===== src/rtl/hfpd_pkg.sv =====
// shared types and constants for the haptic force to pwm duty block
`timescale 1ns / 1ps
`default_nettype none
package hfpd_pkg;

  localparam int CFG_IDX_W  = 3;
  localparam int CFG_DATA_W = 16;

  localparam logic [CFG_IDX_W-1:0] REG_CLOCK_N    = 3'd0;
  localparam logic [CFG_IDX_W-1:0] REG_CLOCK_M    = 3'd1;
  localparam logic [CFG_IDX_W-1:0] REG_CLOCK_D    = 3'd2;
  localparam logic [CFG_IDX_W-1:0] REG_FORCE_MULT = 3'd3;
  localparam logic [CFG_IDX_W-1:0] REG_STRENGTH   = 3'd4;
  localparam logic [CFG_IDX_W-1:0] REG_MIN_DUTY   = 3'd5;

  localparam logic [1:0] KIND_BYTE  = 2'd0;
  localparam logic [1:0] KIND_WORD  = 2'd1;
  localparam logic [1:0] COUNT_BYTE = 2'd1;
  localparam logic [1:0] COUNT_WORD = 2'd2;

  localparam logic [7:0]  FULL_FORCE     = 8'd127;
  localparam logic [7:0]  DRV_ON         = 8'h88;
  localparam logic [7:0]  DRV_OFF        = 8'h08;
  localparam logic [6:0]  STRENGTH_RESET = 7'd100;
  localparam logic [6:0]  PCT_SCALE      = 7'd100;
  // floor(2^24 / 100), quotient estimate is exact or one low
  localparam logic [17:0] RECIP_100      = 18'd167772;
  localparam int          RECIP_SHIFT    = 24;

  localparam int Q_DEPTH = 2;
  localparam int Q_PTR_W = $clog2(Q_DEPTH);

  typedef struct packed {
    logic       fail;
    logic       zero;
    logic [7:0] level;
  } item_t;

  typedef struct packed {
    logic [15:0] clock_n;
    logic [15:0] clock_m;
    logic [15:0] clock_d_base;
    logic [15:0] force_mult;
    logic [6:0]  strength;
    logic [15:0] min_duty;
  } cfg_t;

  typedef enum logic [2:0] {
    S_IDLE,
    S_PROD,
    S_SCALE,
    S_RECIP,
    S_FIX,
    S_DONE
  } state_t;

endpackage
`default_nettype wire


===== src/rtl/hfpd_front.sv =====
// front end: sample depth check and force transform
`timescale 1ns / 1ps
`default_nettype none
module hfpd_front
  import hfpd_pkg::*;
(
  input  wire logic [1:0]  kind,
  input  wire logic [1:0]  byte_count,
  input  wire logic [15:0] sample,
  output item_t            item
);

  logic [7:0] raw;
  logic       bad;

  always_comb begin
    unique case (kind)
      KIND_BYTE: begin
        raw = sample[7:0];
        bad = (byte_count != COUNT_BYTE);
      end
      KIND_WORD: begin
        raw = sample[15:8];
        bad = (byte_count != COUNT_WORD);
      end
      default: begin
        raw = '0;
        bad = 1'b1;
      end
    endcase
  end

  always_comb begin
    item.fail = bad;
    item.zero = (raw == '0);
    if (!raw[7] && raw != '0) begin
      item.level = FULL_FORCE - raw;
    end else begin
      item.level = raw;
    end
  end

endmodule
`default_nettype wire


===== src/rtl/hfpd_queue.sv =====
// short queue between front end and duty engine
`timescale 1ns / 1ps
`default_nettype none
module hfpd_queue
  import hfpd_pkg::*;
(
  input  wire logic  clk,
  input  wire logic  rst,
  input  wire logic  push,
  input  wire item_t push_item,
  output logic       ready,
  output logic       valid,
  output item_t      head,
  input  wire logic  pop
);

  item_t              slots [Q_DEPTH];
  logic [Q_PTR_W-1:0] wr_ptr;
  logic [Q_PTR_W-1:0] rd_ptr;
  logic [Q_PTR_W:0]   fill;

  assign ready = (fill != Q_DEPTH[Q_PTR_W:0]);
  assign valid = (fill != '0);
  assign head  = slots[rd_ptr];

  always_ff @(posedge clk) begin
    if (push) begin
      slots[wr_ptr] <= push_item;
    end
  end

  always_ff @(posedge clk) begin
    if (rst) begin
      wr_ptr <= '0;
      rd_ptr <= '0;
      fill   <= '0;
    end else begin
      if (push) begin
        wr_ptr <= wr_ptr + 1'b1;
      end
      if (pop) begin
        rd_ptr <= rd_ptr + 1'b1;
      end
      if (push && !pop) begin
        fill <= fill + 1'b1;
      end else if (pop && !push) begin
        fill <= fill - 1'b1;
      end
    end
  end

endmodule
`default_nettype wire


===== src/rtl/hfpd_back.sv =====
// duty engine: state, shared multiplier sequencer and result register
`timescale 1ns / 1ps
`default_nettype none
module hfpd_back
  import hfpd_pkg::*;
(
  input  wire logic   clk,
  input  wire logic   rst,
  input  wire cfg_t   cfg,
  input  wire logic   q_valid,
  input  wire item_t  q_item,
  output logic        q_pop,
  output logic        out_valid,
  input  wire logic   out_ready,
  output logic        status,
  output logic        duty_written,
  output logic [15:0] duty_word,
  output logic [15:0] period_word,
  output logic        clock_on,
  output logic        amp_on,
  output logic [7:0]  driver_ctrl
);

  state_t state, state_next;
  item_t  cur;

  logic        amp_en;
  logic        clk_en;
  logic [7:0]  prev;
  logic [15:0] last_duty;

  logic signed [24:0] mul_a;
  logic signed [18:0] mul_b;
  logic signed [43:0] mul_p;
  logic signed [43:0] mul_q;

  logic signed [15:0] prod;
  logic [23:0]        mag;
  logic               neg;
  logic signed [17:0] scaled;

  logic               slot_free;
  logic               needs_calc;
  logic               pos;
  logic signed [15:0] prod_now;
  logic signed [17:0] base;
  logic signed [24:0] x_val;
  logic signed [24:0] x_abs;
  logic [16:0]        q_est;
  logic [23:0]        q_times;
  logic [23:0]        rem;
  logic [16:0]        quo;
  logic signed [17:0] scaled_now;
  logic signed [18:0] v_pos;
  logic signed [18:0] v_neg;
  logic signed [18:0] gap;
  logic signed [18:0] v_fin;
  logic [15:0]        duty_now;

  logic load;
  logic load_fail;
  logic upd_zero;
  logic upd_calc;
  logic amp_after;
  logic clk_after;

  assign slot_free  = !out_valid || out_ready;
  assign needs_calc = !q_item.fail && !q_item.zero && (q_item.level != prev);
  assign pos        = !cur.level[7] && (cur.level != '0);

  // datapath between multiplier passes
  always_comb begin
    prod_now = mul_q[23:8];
    if (pos) begin
      base = $signed({2'b00, cfg.clock_n}) - 18'(prod_now);
    end else begin
      base = $signed({2'b00, cfg.clock_n});
    end
    x_val = mul_q[24:0];
    x_abs = x_val[24] ? -x_val : x_val;
    q_est   = mul_q[RECIP_SHIFT +: 17];
    q_times = 24'(q_est * PCT_SCALE);
    rem     = mag - q_times;
    quo     = (rem >= 24'(PCT_SCALE)) ? q_est + 17'd1 : q_est;
    scaled_now = neg ? -$signed({1'b0, quo}) : $signed({1'b0, quo});
  end

  // final clamp on either branch
  always_comb begin
    v_pos = 19'(scaled);
    if (v_pos < $signed({3'b000, cfg.min_duty})) begin
      v_pos = $signed({3'b000, cfg.min_duty});
    end
    v_neg = 19'(prod) + $signed({3'b000, cfg.clock_d_base});
    gap   = $signed({3'b000, cfg.clock_n}) - v_neg;
    if (gap > 19'(scaled)) begin
      v_neg = $signed({3'b000, cfg.clock_n}) - 19'(scaled);
    end
    v_fin    = pos ? v_pos : v_neg;
    duty_now = ~{v_fin[14:0], 1'b0};
  end

  always_comb begin
    unique case (state)
      S_PROD: begin
        mul_a = 25'($signed(cur.level));
        mul_b = $signed({3'b000, cfg.force_mult});
      end
      S_SCALE: begin
        mul_a = 25'(base);
        mul_b = $signed({12'd0, cfg.strength});
      end
      S_RECIP: begin
        mul_a = $signed({1'b0, x_abs[23:0]});
        mul_b = $signed({1'b0, RECIP_100});
      end
      default: begin
        mul_a = '0;
        mul_b = '0;
      end
    endcase
    mul_p = mul_a * mul_b;
  end

  always_ff @(posedge clk) begin
    if (rst) begin
      state <= S_IDLE;
    end else begin
      state <= state_next;
    end
  end

  always_comb begin
    state_next = state;
    q_pop      = 1'b0;
    load       = 1'b0;
    load_fail  = 1'b0;
    upd_zero   = 1'b0;
    upd_calc   = 1'b0;
    unique case (state)
      S_IDLE: begin
        if (q_valid) begin
          priority if (needs_calc) begin
            q_pop      = 1'b1;
            state_next = S_PROD;
          end else if (slot_free) begin
            q_pop     = 1'b1;
            load      = 1'b1;
            load_fail = q_item.fail;
            upd_zero  = !q_item.fail && q_item.zero;
          end else begin
            q_pop = 1'b0;
          end
        end
      end
      S_PROD:  state_next = S_SCALE;
      S_SCALE: state_next = S_RECIP;
      S_RECIP: state_next = S_FIX;
      S_FIX:   state_next = S_DONE;
      S_DONE: begin
        if (slot_free) begin
          load       = 1'b1;
          upd_calc   = 1'b1;
          state_next = S_IDLE;
        end
      end
      default: state_next = S_IDLE;
    endcase
    amp_after = upd_calc ? 1'b1 : (upd_zero ? 1'b0 : amp_en);
    clk_after = upd_calc ? 1'b1 : (upd_zero ? 1'b0 : clk_en);
  end

  always_ff @(posedge clk) begin
    mul_q <= mul_p;
    if (state == S_IDLE && q_pop) begin
      cur <= q_item;
    end
    if (state == S_SCALE) begin
      prod <= prod_now;
    end
    if (state == S_RECIP) begin
      mag <= x_abs[23:0];
      neg <= x_val[24];
    end
    if (state == S_FIX) begin
      scaled <= scaled_now;
    end
  end

  always_ff @(posedge clk) begin
    if (rst) begin
      amp_en    <= 1'b0;
      clk_en    <= 1'b0;
      prev      <= '0;
      last_duty <= '0;
    end else begin
      amp_en <= amp_after;
      clk_en <= clk_after;
      if (upd_zero) begin
        prev <= '0;
      end else if (upd_calc) begin
        prev      <= cur.level;
        last_duty <= duty_now;
      end
    end
  end

  always_ff @(posedge clk) begin
    if (rst) begin
      out_valid <= 1'b0;
    end else if (load) begin
      out_valid <= 1'b1;
    end else if (out_ready) begin
      out_valid <= 1'b0;
    end
  end

  always_ff @(posedge clk) begin
    if (load) begin
      status       <= load_fail;
      duty_written <= upd_calc;
      duty_word    <= upd_calc ? duty_now : last_duty;
      period_word  <= ~(cfg.clock_n - cfg.clock_m);
      clock_on     <= clk_after;
      amp_on       <= amp_after;
      driver_ctrl  <= amp_after ? DRV_ON : DRV_OFF;
    end
  end

endmodule
`default_nettype wire


===== src/rtl/haptic_force_to_pwm_duty.sv =====
// top level: configuration registers, front end, queue and duty engine
// flow: an input transfer enters the queue; an item that needs no new duty is then loaded
//   into the result register; otherwise it passes multiply, scale, reciprocal, fix, clamp
// throughput: one item per cycle without a new duty while the output accepts; with one,
//   the single shared multiplier holds off further items; a two-entry queue decouples
// reset: synchronous, clears queue, engine state, amplifier and clock flags, previous force
//   and last duty word; registers return to zero and strength to 100
`timescale 1ns / 1ps
`default_nettype none
module haptic_force_to_pwm_duty
  import hfpd_pkg::*;
(
  input  wire logic                  clk,
  input  wire logic                  rst,
  input  wire logic                  cfg_we,
  input  wire logic [CFG_IDX_W-1:0]  cfg_index,
  input  wire logic [CFG_DATA_W-1:0] cfg_data,
  input  wire logic                  s_axis_tvalid,
  output logic                       s_axis_tready,
  input  wire logic [23:0]           s_axis_tdata,  // byte_count[1:0], sample[17:2]
  input  wire logic [1:0]            s_axis_tuser,  // kind[1:0]
  output logic                       m_axis_tvalid,
  input  wire logic                  m_axis_tready,
  // status[0], duty_written[1], duty_word[17:2], period_word[33:18],
  // clock_on[34], amp_on[35], driver_ctrl[43:36]
  output logic [47:0]                m_axis_tdata
);

  cfg_t  cfg;
  item_t front_item;
  item_t head_item;
  logic  q_ready;
  logic  q_valid;
  logic  q_pop;

  logic        status;
  logic        duty_written;
  logic [15:0] duty_word;
  logic [15:0] period_word;
  logic        clock_on;
  logic        amp_on;
  logic [7:0]  driver_ctrl;

  always_ff @(posedge clk) begin
    if (rst) begin
      cfg.clock_n      <= '0;
      cfg.clock_m      <= '0;
      cfg.clock_d_base <= '0;
      cfg.force_mult   <= '0;
      cfg.strength     <= STRENGTH_RESET;
      cfg.min_duty     <= '0;
    end else if (cfg_we) begin
      unique case (cfg_index)
        REG_CLOCK_N:    cfg.clock_n      <= cfg_data;
        REG_CLOCK_M:    cfg.clock_m      <= cfg_data;
        REG_CLOCK_D:    cfg.clock_d_base <= cfg_data;
        REG_FORCE_MULT: cfg.force_mult   <= cfg_data;
        REG_STRENGTH:   cfg.strength     <= cfg_data[6:0];
        REG_MIN_DUTY:   cfg.min_duty     <= cfg_data;
        default: ;
      endcase
    end
  end

  hfpd_front u_front (
    .kind       (s_axis_tuser),
    .byte_count (s_axis_tdata[1:0]),
    .sample     (s_axis_tdata[17:2]),
    .item       (front_item)
  );

  assign s_axis_tready = q_ready;

  hfpd_queue u_queue (
    .clk       (clk),
    .rst       (rst),
    .push      (s_axis_tvalid && q_ready),
    .push_item (front_item),
    .ready     (q_ready),
    .valid     (q_valid),
    .head      (head_item),
    .pop       (q_pop)
  );

  hfpd_back u_back (
    .clk          (clk),
    .rst          (rst),
    .cfg          (cfg),
    .q_valid      (q_valid),
    .q_item       (head_item),
    .q_pop        (q_pop),
    .out_valid    (m_axis_tvalid),
    .out_ready    (m_axis_tready),
    .status       (status),
    .duty_written (duty_written),
    .duty_word    (duty_word),
    .period_word  (period_word),
    .clock_on     (clock_on),
    .amp_on       (amp_on),
    .driver_ctrl  (driver_ctrl)
  );

  assign m_axis_tdata = {4'b0000, driver_ctrl, amp_on, clock_on, period_word, duty_word,
                         duty_written, status};

endmodule
`default_nettype wire


===== config.mk =====
export PLATFORM = sky130hd
export DESIGN_NAME = haptic_force_to_pwm_duty
export DESIGN_NICKNAME = d
export VERILOG_FILES = /design/src/rtl/hfpd_pkg.sv /design/src/rtl/hfpd_front.sv /design/src/rtl/hfpd_queue.sv /design/src/rtl/hfpd_back.sv /design/src/rtl/haptic_force_to_pwm_duty.sv
export SDC_FILE = /design/constraint.sdc
export NUM_CORES = 2
export LEC_CHECK = 0
export BUFFER_PORTS_ARGS = -buffer_cell sky130_fd_sc_hd__buf_2
export CORE_ASPECT_RATIO = 0.6
export CORE_MARGIN = 8
export CORE_UTILIZATION = 60
export CTS_CLUSTER_SIZE = 10
export DETAILED_ROUTE_END_ITERATION = 8
export PLACE_DENSITY = 0.76
export SYNTH_ARGS = -nofsm -noshare
export SYNTH_HDL_FRONTEND = slang
export SYNTH_SLANG_ARGS = --single-unit

===== constraint.sdc =====
create_clock -name clk -period 19.4 [get_ports clk]
set_input_delay 3.88 -clock clk [delete_from_list [all_inputs] [get_ports clk]]
set_output_delay 3.88 -clock clk [all_outputs]
set_load 0.01 [all_outputs]

Word level (Yosys, flattened, before mapping)
Memory sizes are Yosys's and may differ from the RTL's. A register that Yosys moved wholly into a read port is not among the register bits. Index checks and enable logic that the tools add are counted.

Register bits after elaboration: 273. Bits in writable memories: 20. Bits of input ports: 50. Output and inout bits: 50. Logic and storage cells: 149. Memories: 1.

Memory list: u_queue.slots (words 2, width 10, rd ports 1, clocked after Yosys merged registers in 1, write ports 1, line hfpd_queue.sv:17) `item_t slots [Q_DEPTH];`.

$add $sub $neg: 14. $mul: 2. Order comparisons: 3. Equal/unequal tests: 18. Multiplexer cells: 42. Bitwise logic cells: 5. Reductions and logical operators: 35.

Operators by type and width (count): 25-bit case mux with 3 select lines (1); 18-bit case mux with 3 select lines (1); 15-bit 2-to-1 mux (3); 25-bit by 19-bit multiplier with 41-bit output (1); 17-bit 2-to-1 mux (2); 16-bit NOT (2); 24-bit by 7-bit >= comparator with 1-bit output, second input constant (1); 24-bit 2-to-1 mux (1); 24-bit negation (1); 24-bit subtractor (1); 17-bit by 5-bit multiplier with 22-bit output, second input constant (1); 1-bit 2-to-1 mux (21); 19-bit by 18-bit > comparator with 1-bit output (1); 17-bit by 18-bit subtractor with 19-bit output (1); 16-bit by 17-bit adder with 18-bit output (1); 18-bit by 17-bit < comparator with 1-bit output (1); 18-bit 2-to-1 mux (1); 17-bit negation with 18-bit output (1); 3-bit case mux with 6 select lines (1); 17-bit by 16-bit subtractor with 18-bit output (1); 17-bit by 1-bit adder with 17-bit output, second input constant (1); 16-bit 2-to-1 mux (1); 8-bit 2-to-1 mux (2); 8-bit case mux with 2 select lines (1); 29 further kinds (70).

Logic depth before layout (Yosys ltp)
Depth in word-level cells: 9. Mapped depth: 42. Mapped depth without buffers: 41.

Hierarchy
From an unflattened synthesis, not the netlist that was laid out.

Cell total of the unflattened synthesis: 3956. Area, all modules: 35076.1 sq um.

Modules (own cells, without submodules): hfpd_back (instances 1, cells each 3518, area each 30196.5 sq um); haptic_force_to_pwm_duty (instances 1, cells each 322, area each 3544.6 sq um); hfpd_queue (instances 1, cells each 53, area each 925.9 sq um); hfpd_front (instances 1, cells each 63, area each 409.1 sq um).

Worst setup path before layout
Ideal clock, no wire load.

Kind: register -> register. Start: register, netlist name cfg[72]. End: register u_back.mul_q[40]. Data arrival time: 8593 ps. Required time: 19328 ps. Setup slack: 10735 ps. Cell stages (with the launch flop): 38. Cell sequence: dfxtp_1 -> ha_1 -> nor2b_1 -> o21ai_0 -> a21boi_0 -> o21ai_0 -> a21boi_0 -> o21ai_0 -> a21o_1 -> a31oi_1 -> a211oi_1 -> xnor2_1 -> o21a_1 -> clkbuf_1 -> nor2_1 -> fa_1 -> inv_1 -> fa_1 -> [2 not listed] -> inv_1 -> fa_1 -> fa_1 -> fa_1 -> inv_1 -> ha_1 -> a21o_1 -> a21o_1 -> a21o_1 -> a21oi_1 -> o22ai_1 -> a21oi_1 -> a311oi_1 -> a211o_1 -> a21oi_1 -> o21ai_0 -> a21oi_1 -> xnor2_1.

Word-level cells in the longest chain between the ends: 4.

Ends and longest elaborated chain: 17-bit by 16-bit subtractor with 18-bit output (line hfpd_back.sv:75) `base = $signed({2'b00, cfg.clock_n}) - 18'(prod_now);`; 18-bit 2-to-1 mux * (line hfpd_back.sv:74) `if (pos) begin`; 25-bit case mux with 3 select lines * (line hfpd_back.sv:104) `unique case (state)`; 25-bit by 19-bit multiplier with 41-bit output * (line hfpd_back.sv:122) `mul_p = mul_a * mul_b;`; via u_back.mul_p[40] (line hfpd_back.sv:34) `logic signed [43:0] mul_p;`; end signal, assigned (line hfpd_back.sv:174) `mul_q <= mul_p;`; end, declared (line hfpd_back.sv:35) `logic signed [43:0] mul_q;`.

Mark *: on every way through the listed nets, which the timed path passes. The rest lies on a longest branch. A chain may end at the register's enable or synchronous reset.

Final worst setup path
Start: register, netlist name cfg[71]. End: register u_back.mul_q[40].

Word-level cells in the longest chain between the ends: 4.

Ends and longest elaborated chain (line): 17-bit by 16-bit subtractor with 18-bit output (hfpd_back.sv:75); 18-bit 2-to-1 mux * (hfpd_back.sv:74); 25-bit case mux with 3 select lines * (hfpd_back.sv:104); 25-bit by 19-bit multiplier with 41-bit output * (hfpd_back.sv:122); via u_back.mul_p[40] (hfpd_back.sv:34).

Marked as above.

==> metrics.txt <==
status finished clean; Ys Warns 0; Seq/Total Area, Yosys 20.3%; num ports 100; CP peak stage delay around 0.80 ns; # rows 67; crit end category register; maximum VDD drop 0.102 mV; Lkg Pwr roughly 17 nW; initial antenna violation count 3; fillers roughly 4700; worst hold path type register to register; Clock Skew about 0.042 ns; clock slew at reported path FFs around 0.060 ns; worst-skew pair later-pin latency about 0.56 ns; share of the synthesized area in the top cell type about a quarter; layout cells sized above 1 under 10%; root buffer cell clkbuf_16; post-route ant nets 0; met2 usage between 30% and 40%; top-count cell post-synth inv_1; DR pass1 iterations 5; CP startpoint kind register; Synth Area in Adders between 30% and 40%; crit share post-route 56.1%; Post-Route Setup TNS 0 ns; WL final around 93000 µm; multiplexer share of the synthesized area approximately 1.7%; post-synthesis instance total slightly below 4000; final hold slack ~0.46 ns; chip width 323 µm; Remaining DRCs 0; ys async rst share 0%; CORE AREA ~56000 µm²; Pwr Density roughly 53 nW/µm²; post-layout min period roughly 11 ns; Storage cell area just under 7000 µm²; GR Util met3 under 10%; setup ws final 8.53 ns; Most Crowded Layer GR met1; clk sinks approximately 280; main flop type after synthesis dfxtp_1; detailed router's first-iteration violation count ~3000; Rel. slew slack 18.6%; grt total ovfl 0; final hold vios 0; DP Worst Slack slightly below 9 ns; ranking of synthesized cells by area fa_1, ha_1, edfxtp_1, dfxtp_1, inv_1; chip height 200 µm; Slowest-stage cell, CP o21ai_1; nets 4688; required time worst endpoint 19.83 ns; RSZ-0062 raised after global routing false; area of the multi-input gates ~24000 µm²; area share of and/or/nand/nor cells after synthesis approximately 14%; largest net degree at the start of global routing 95; post-route insts no fill approximately 4700; FF-to-FF path depth 38; Pwr Total a little under 2 mW; largest family of logic cells by synthesized area adder cells; Mapped Area ~34000 µm²; CTS buffer count 35; Hold Crit Depth 2; Via-to-Cell Ratio between 5 and 6; Post-CTS Setup Bufs 0; die area approximately 65000 µm²; placed insts ~4600; Mean Syn Cell Area ~8.7 µm²; Final Max Slew Viols 0; CTS resizes 0; first-pass GRT wire length 148000 µm; CTS Hold Bufs 0; gpl congestion about 0.98; CTS tree yes; Synth area leader fa_1; DP HPWL 74600 µm; Critical Path AT approximately 11 ns; worst-margin pin slew 1.22 ns; Avg WL per Cell ~20 µm; r2r setup slk ~8.5 ns; Clock Tree Buf Depth 3; Synth top cells by count inv_1, nand2_1, fa_1, ha_1, a21oi_1; Crit Path Class register to register; xor/xnor cell area share of the yosys netlist approximately 5.6%; CTS H-tree depth 2; max cap viols 0; vias after detailed routing ~27000; Post-synth EDFFs 121; worst-path fanout max 7; IO buf count between 80 and 90; vias in the first global route ~27000; Synth cell types 90; GRT Total Usage between 20 and 30%; post-synthesis compound-gate area fraction 12.1%; met1 usage 43.9%; Initial Util 60.7%; area growth from synthesis to layout 6.54%; Setup violations, final 0; Synth Register Bits approximately 280; fmax 0.0920 GHz
-- cell families (layout without fill, tap and decap cells) --
kind of cell	Yosys count	count (layout)
AND/OR/NAND/NOR	1057	1057
buffers and inverters	919	962
adder cells (fa/ha/maj)	717	717
AO/OA/AOI/OAI	646	646
flip-flops	284	284
XOR/XNOR	215	215
multiplexers	55	55
other	2	12
-- flip-flops by register name (all words and copies together) (netlist names), named ones only --
register / flops
cfg: 87
u_back.mul_q: 41
u_back.mag: 22
u_queue.slots: 20
u_back.scaled: 18
u_back.duty_word: 16
u_back.last_duty: 16
u_back.period_word: 16
u_back.prod: 16
u_back.cur: 8
u_back.prev: 8
u_back.state: 3
u_queue.fill: 2
u_back.amp_en: 1
u_back.amp_on: 1
u_back.clk_en: 1
u_back.clock_on: 1
u_back.duty_written: 1
u_back.neg: 1
u_back.out_valid: 1
u_back.status: 1
u_queue.rd_ptr: 1
u_queue.wr_ptr: 1
-- worst max-delay path: cells and delay by family, from the launching register on --
family                   cells  cell delay [ns]
flip-flops                   1             0.32
buffers and inverters        7             0.60
XOR/XNOR                     2             0.26
AO/OA/AOI/OAI               18             5.16
adder cells (fa/ha/maj)      9             4.08
AND/OR/NAND/NOR              2             0.34
-- metal layers --
metal,vias to the layer above,part of all wire [%]
met2,1381,38
met5,-,0.042
met1,12886,45
met4,6,3.2
met3,212,14
li1,12451,-
-- layout by cell type, fill, tap and decap left out, types with 12 or more instances in the layout --
cell type,n
nor4_1,13
buf_4,40
nor2_1,186
nor3_1,44
o21bai_1,24
xor2_1,67
o211ai_1,14
a21oi_1,251
and3_1,20
mux2i_1,36
or2_2,12
dfxtp_1,163
edfxtp_1,121
o21ai_0,111
xnor2_1,145
nor2b_1,36
ha_1,297
nand3_1,46
clkbuf_16,37
mux2_2,19
fa_1,420
a31oi_1,15
or3_1,12
a21o_1,56
o21a_1,22
buf_2,81
a211oi_1,21
a21boi_0,17
clkbuf_1,20
nand2_1,535
nand2b_1,33
inv_1,778
and2_1,77
-- where the power goes --
| group | internal (mW) | leakage (nW) | switching [mW] | total (mW) |
|---|---|---|---|---|
| clock | 0.360 | 0.517 | 0.266 | 0.626 |
| combinational | 0.187 | 14.4 | 0.360 | 0.547 |
| sequential | 0.708 | 2.44 | 0.0507 | 0.759 |
| total | 1.25 | 17.3 | 0.676 | 1.93 |
-- cell type report --
| class | count | share of cell area [%] |
|---|---|---|
| Multi-Input combinational cell | 2701 | 65.2 |
| Sequential cell | 284 | 19.1 |
| Inverter | 778 | 8.09 |
| Clock buffer | 58 | 2.81 |
| Tap cell | 759 | 2.63 |
| Timing Repair Buffer | 121 | 1.95 |
| Clock inverter | 5 | 0.180 |
| Antenna cell | 1 | 0.00693 |
-- worst paths after layout --
path	endpoint	start
min reg2reg	cfg[7]$_SDFFE_PP0P_	cfg[7]$_SDFFE_PP0P_
max reg2reg	u_back.mul_q[40]$_DFF_P_	cfg[71]$_SDFFE_PP0P_
max	u_back.mul_q[40]$_DFF_P_	cfg[71]$_SDFFE_PP0P_
min	cfg[7]$_SDFFE_PP0P_	cfg[7]$_SDFFE_PP0P_
-- metrics by stage --
step | utilization (%) | cell area, µm²
after global routing | 64.7 | 36100
after global placement | 62.7 | 35000
after CTS | 64.7 | 36100
after detailed placement | 62.7 | 35000
after floorplan | - | 33900
final | 64.7 | 36100
Power figures use the tool's default switching activity.
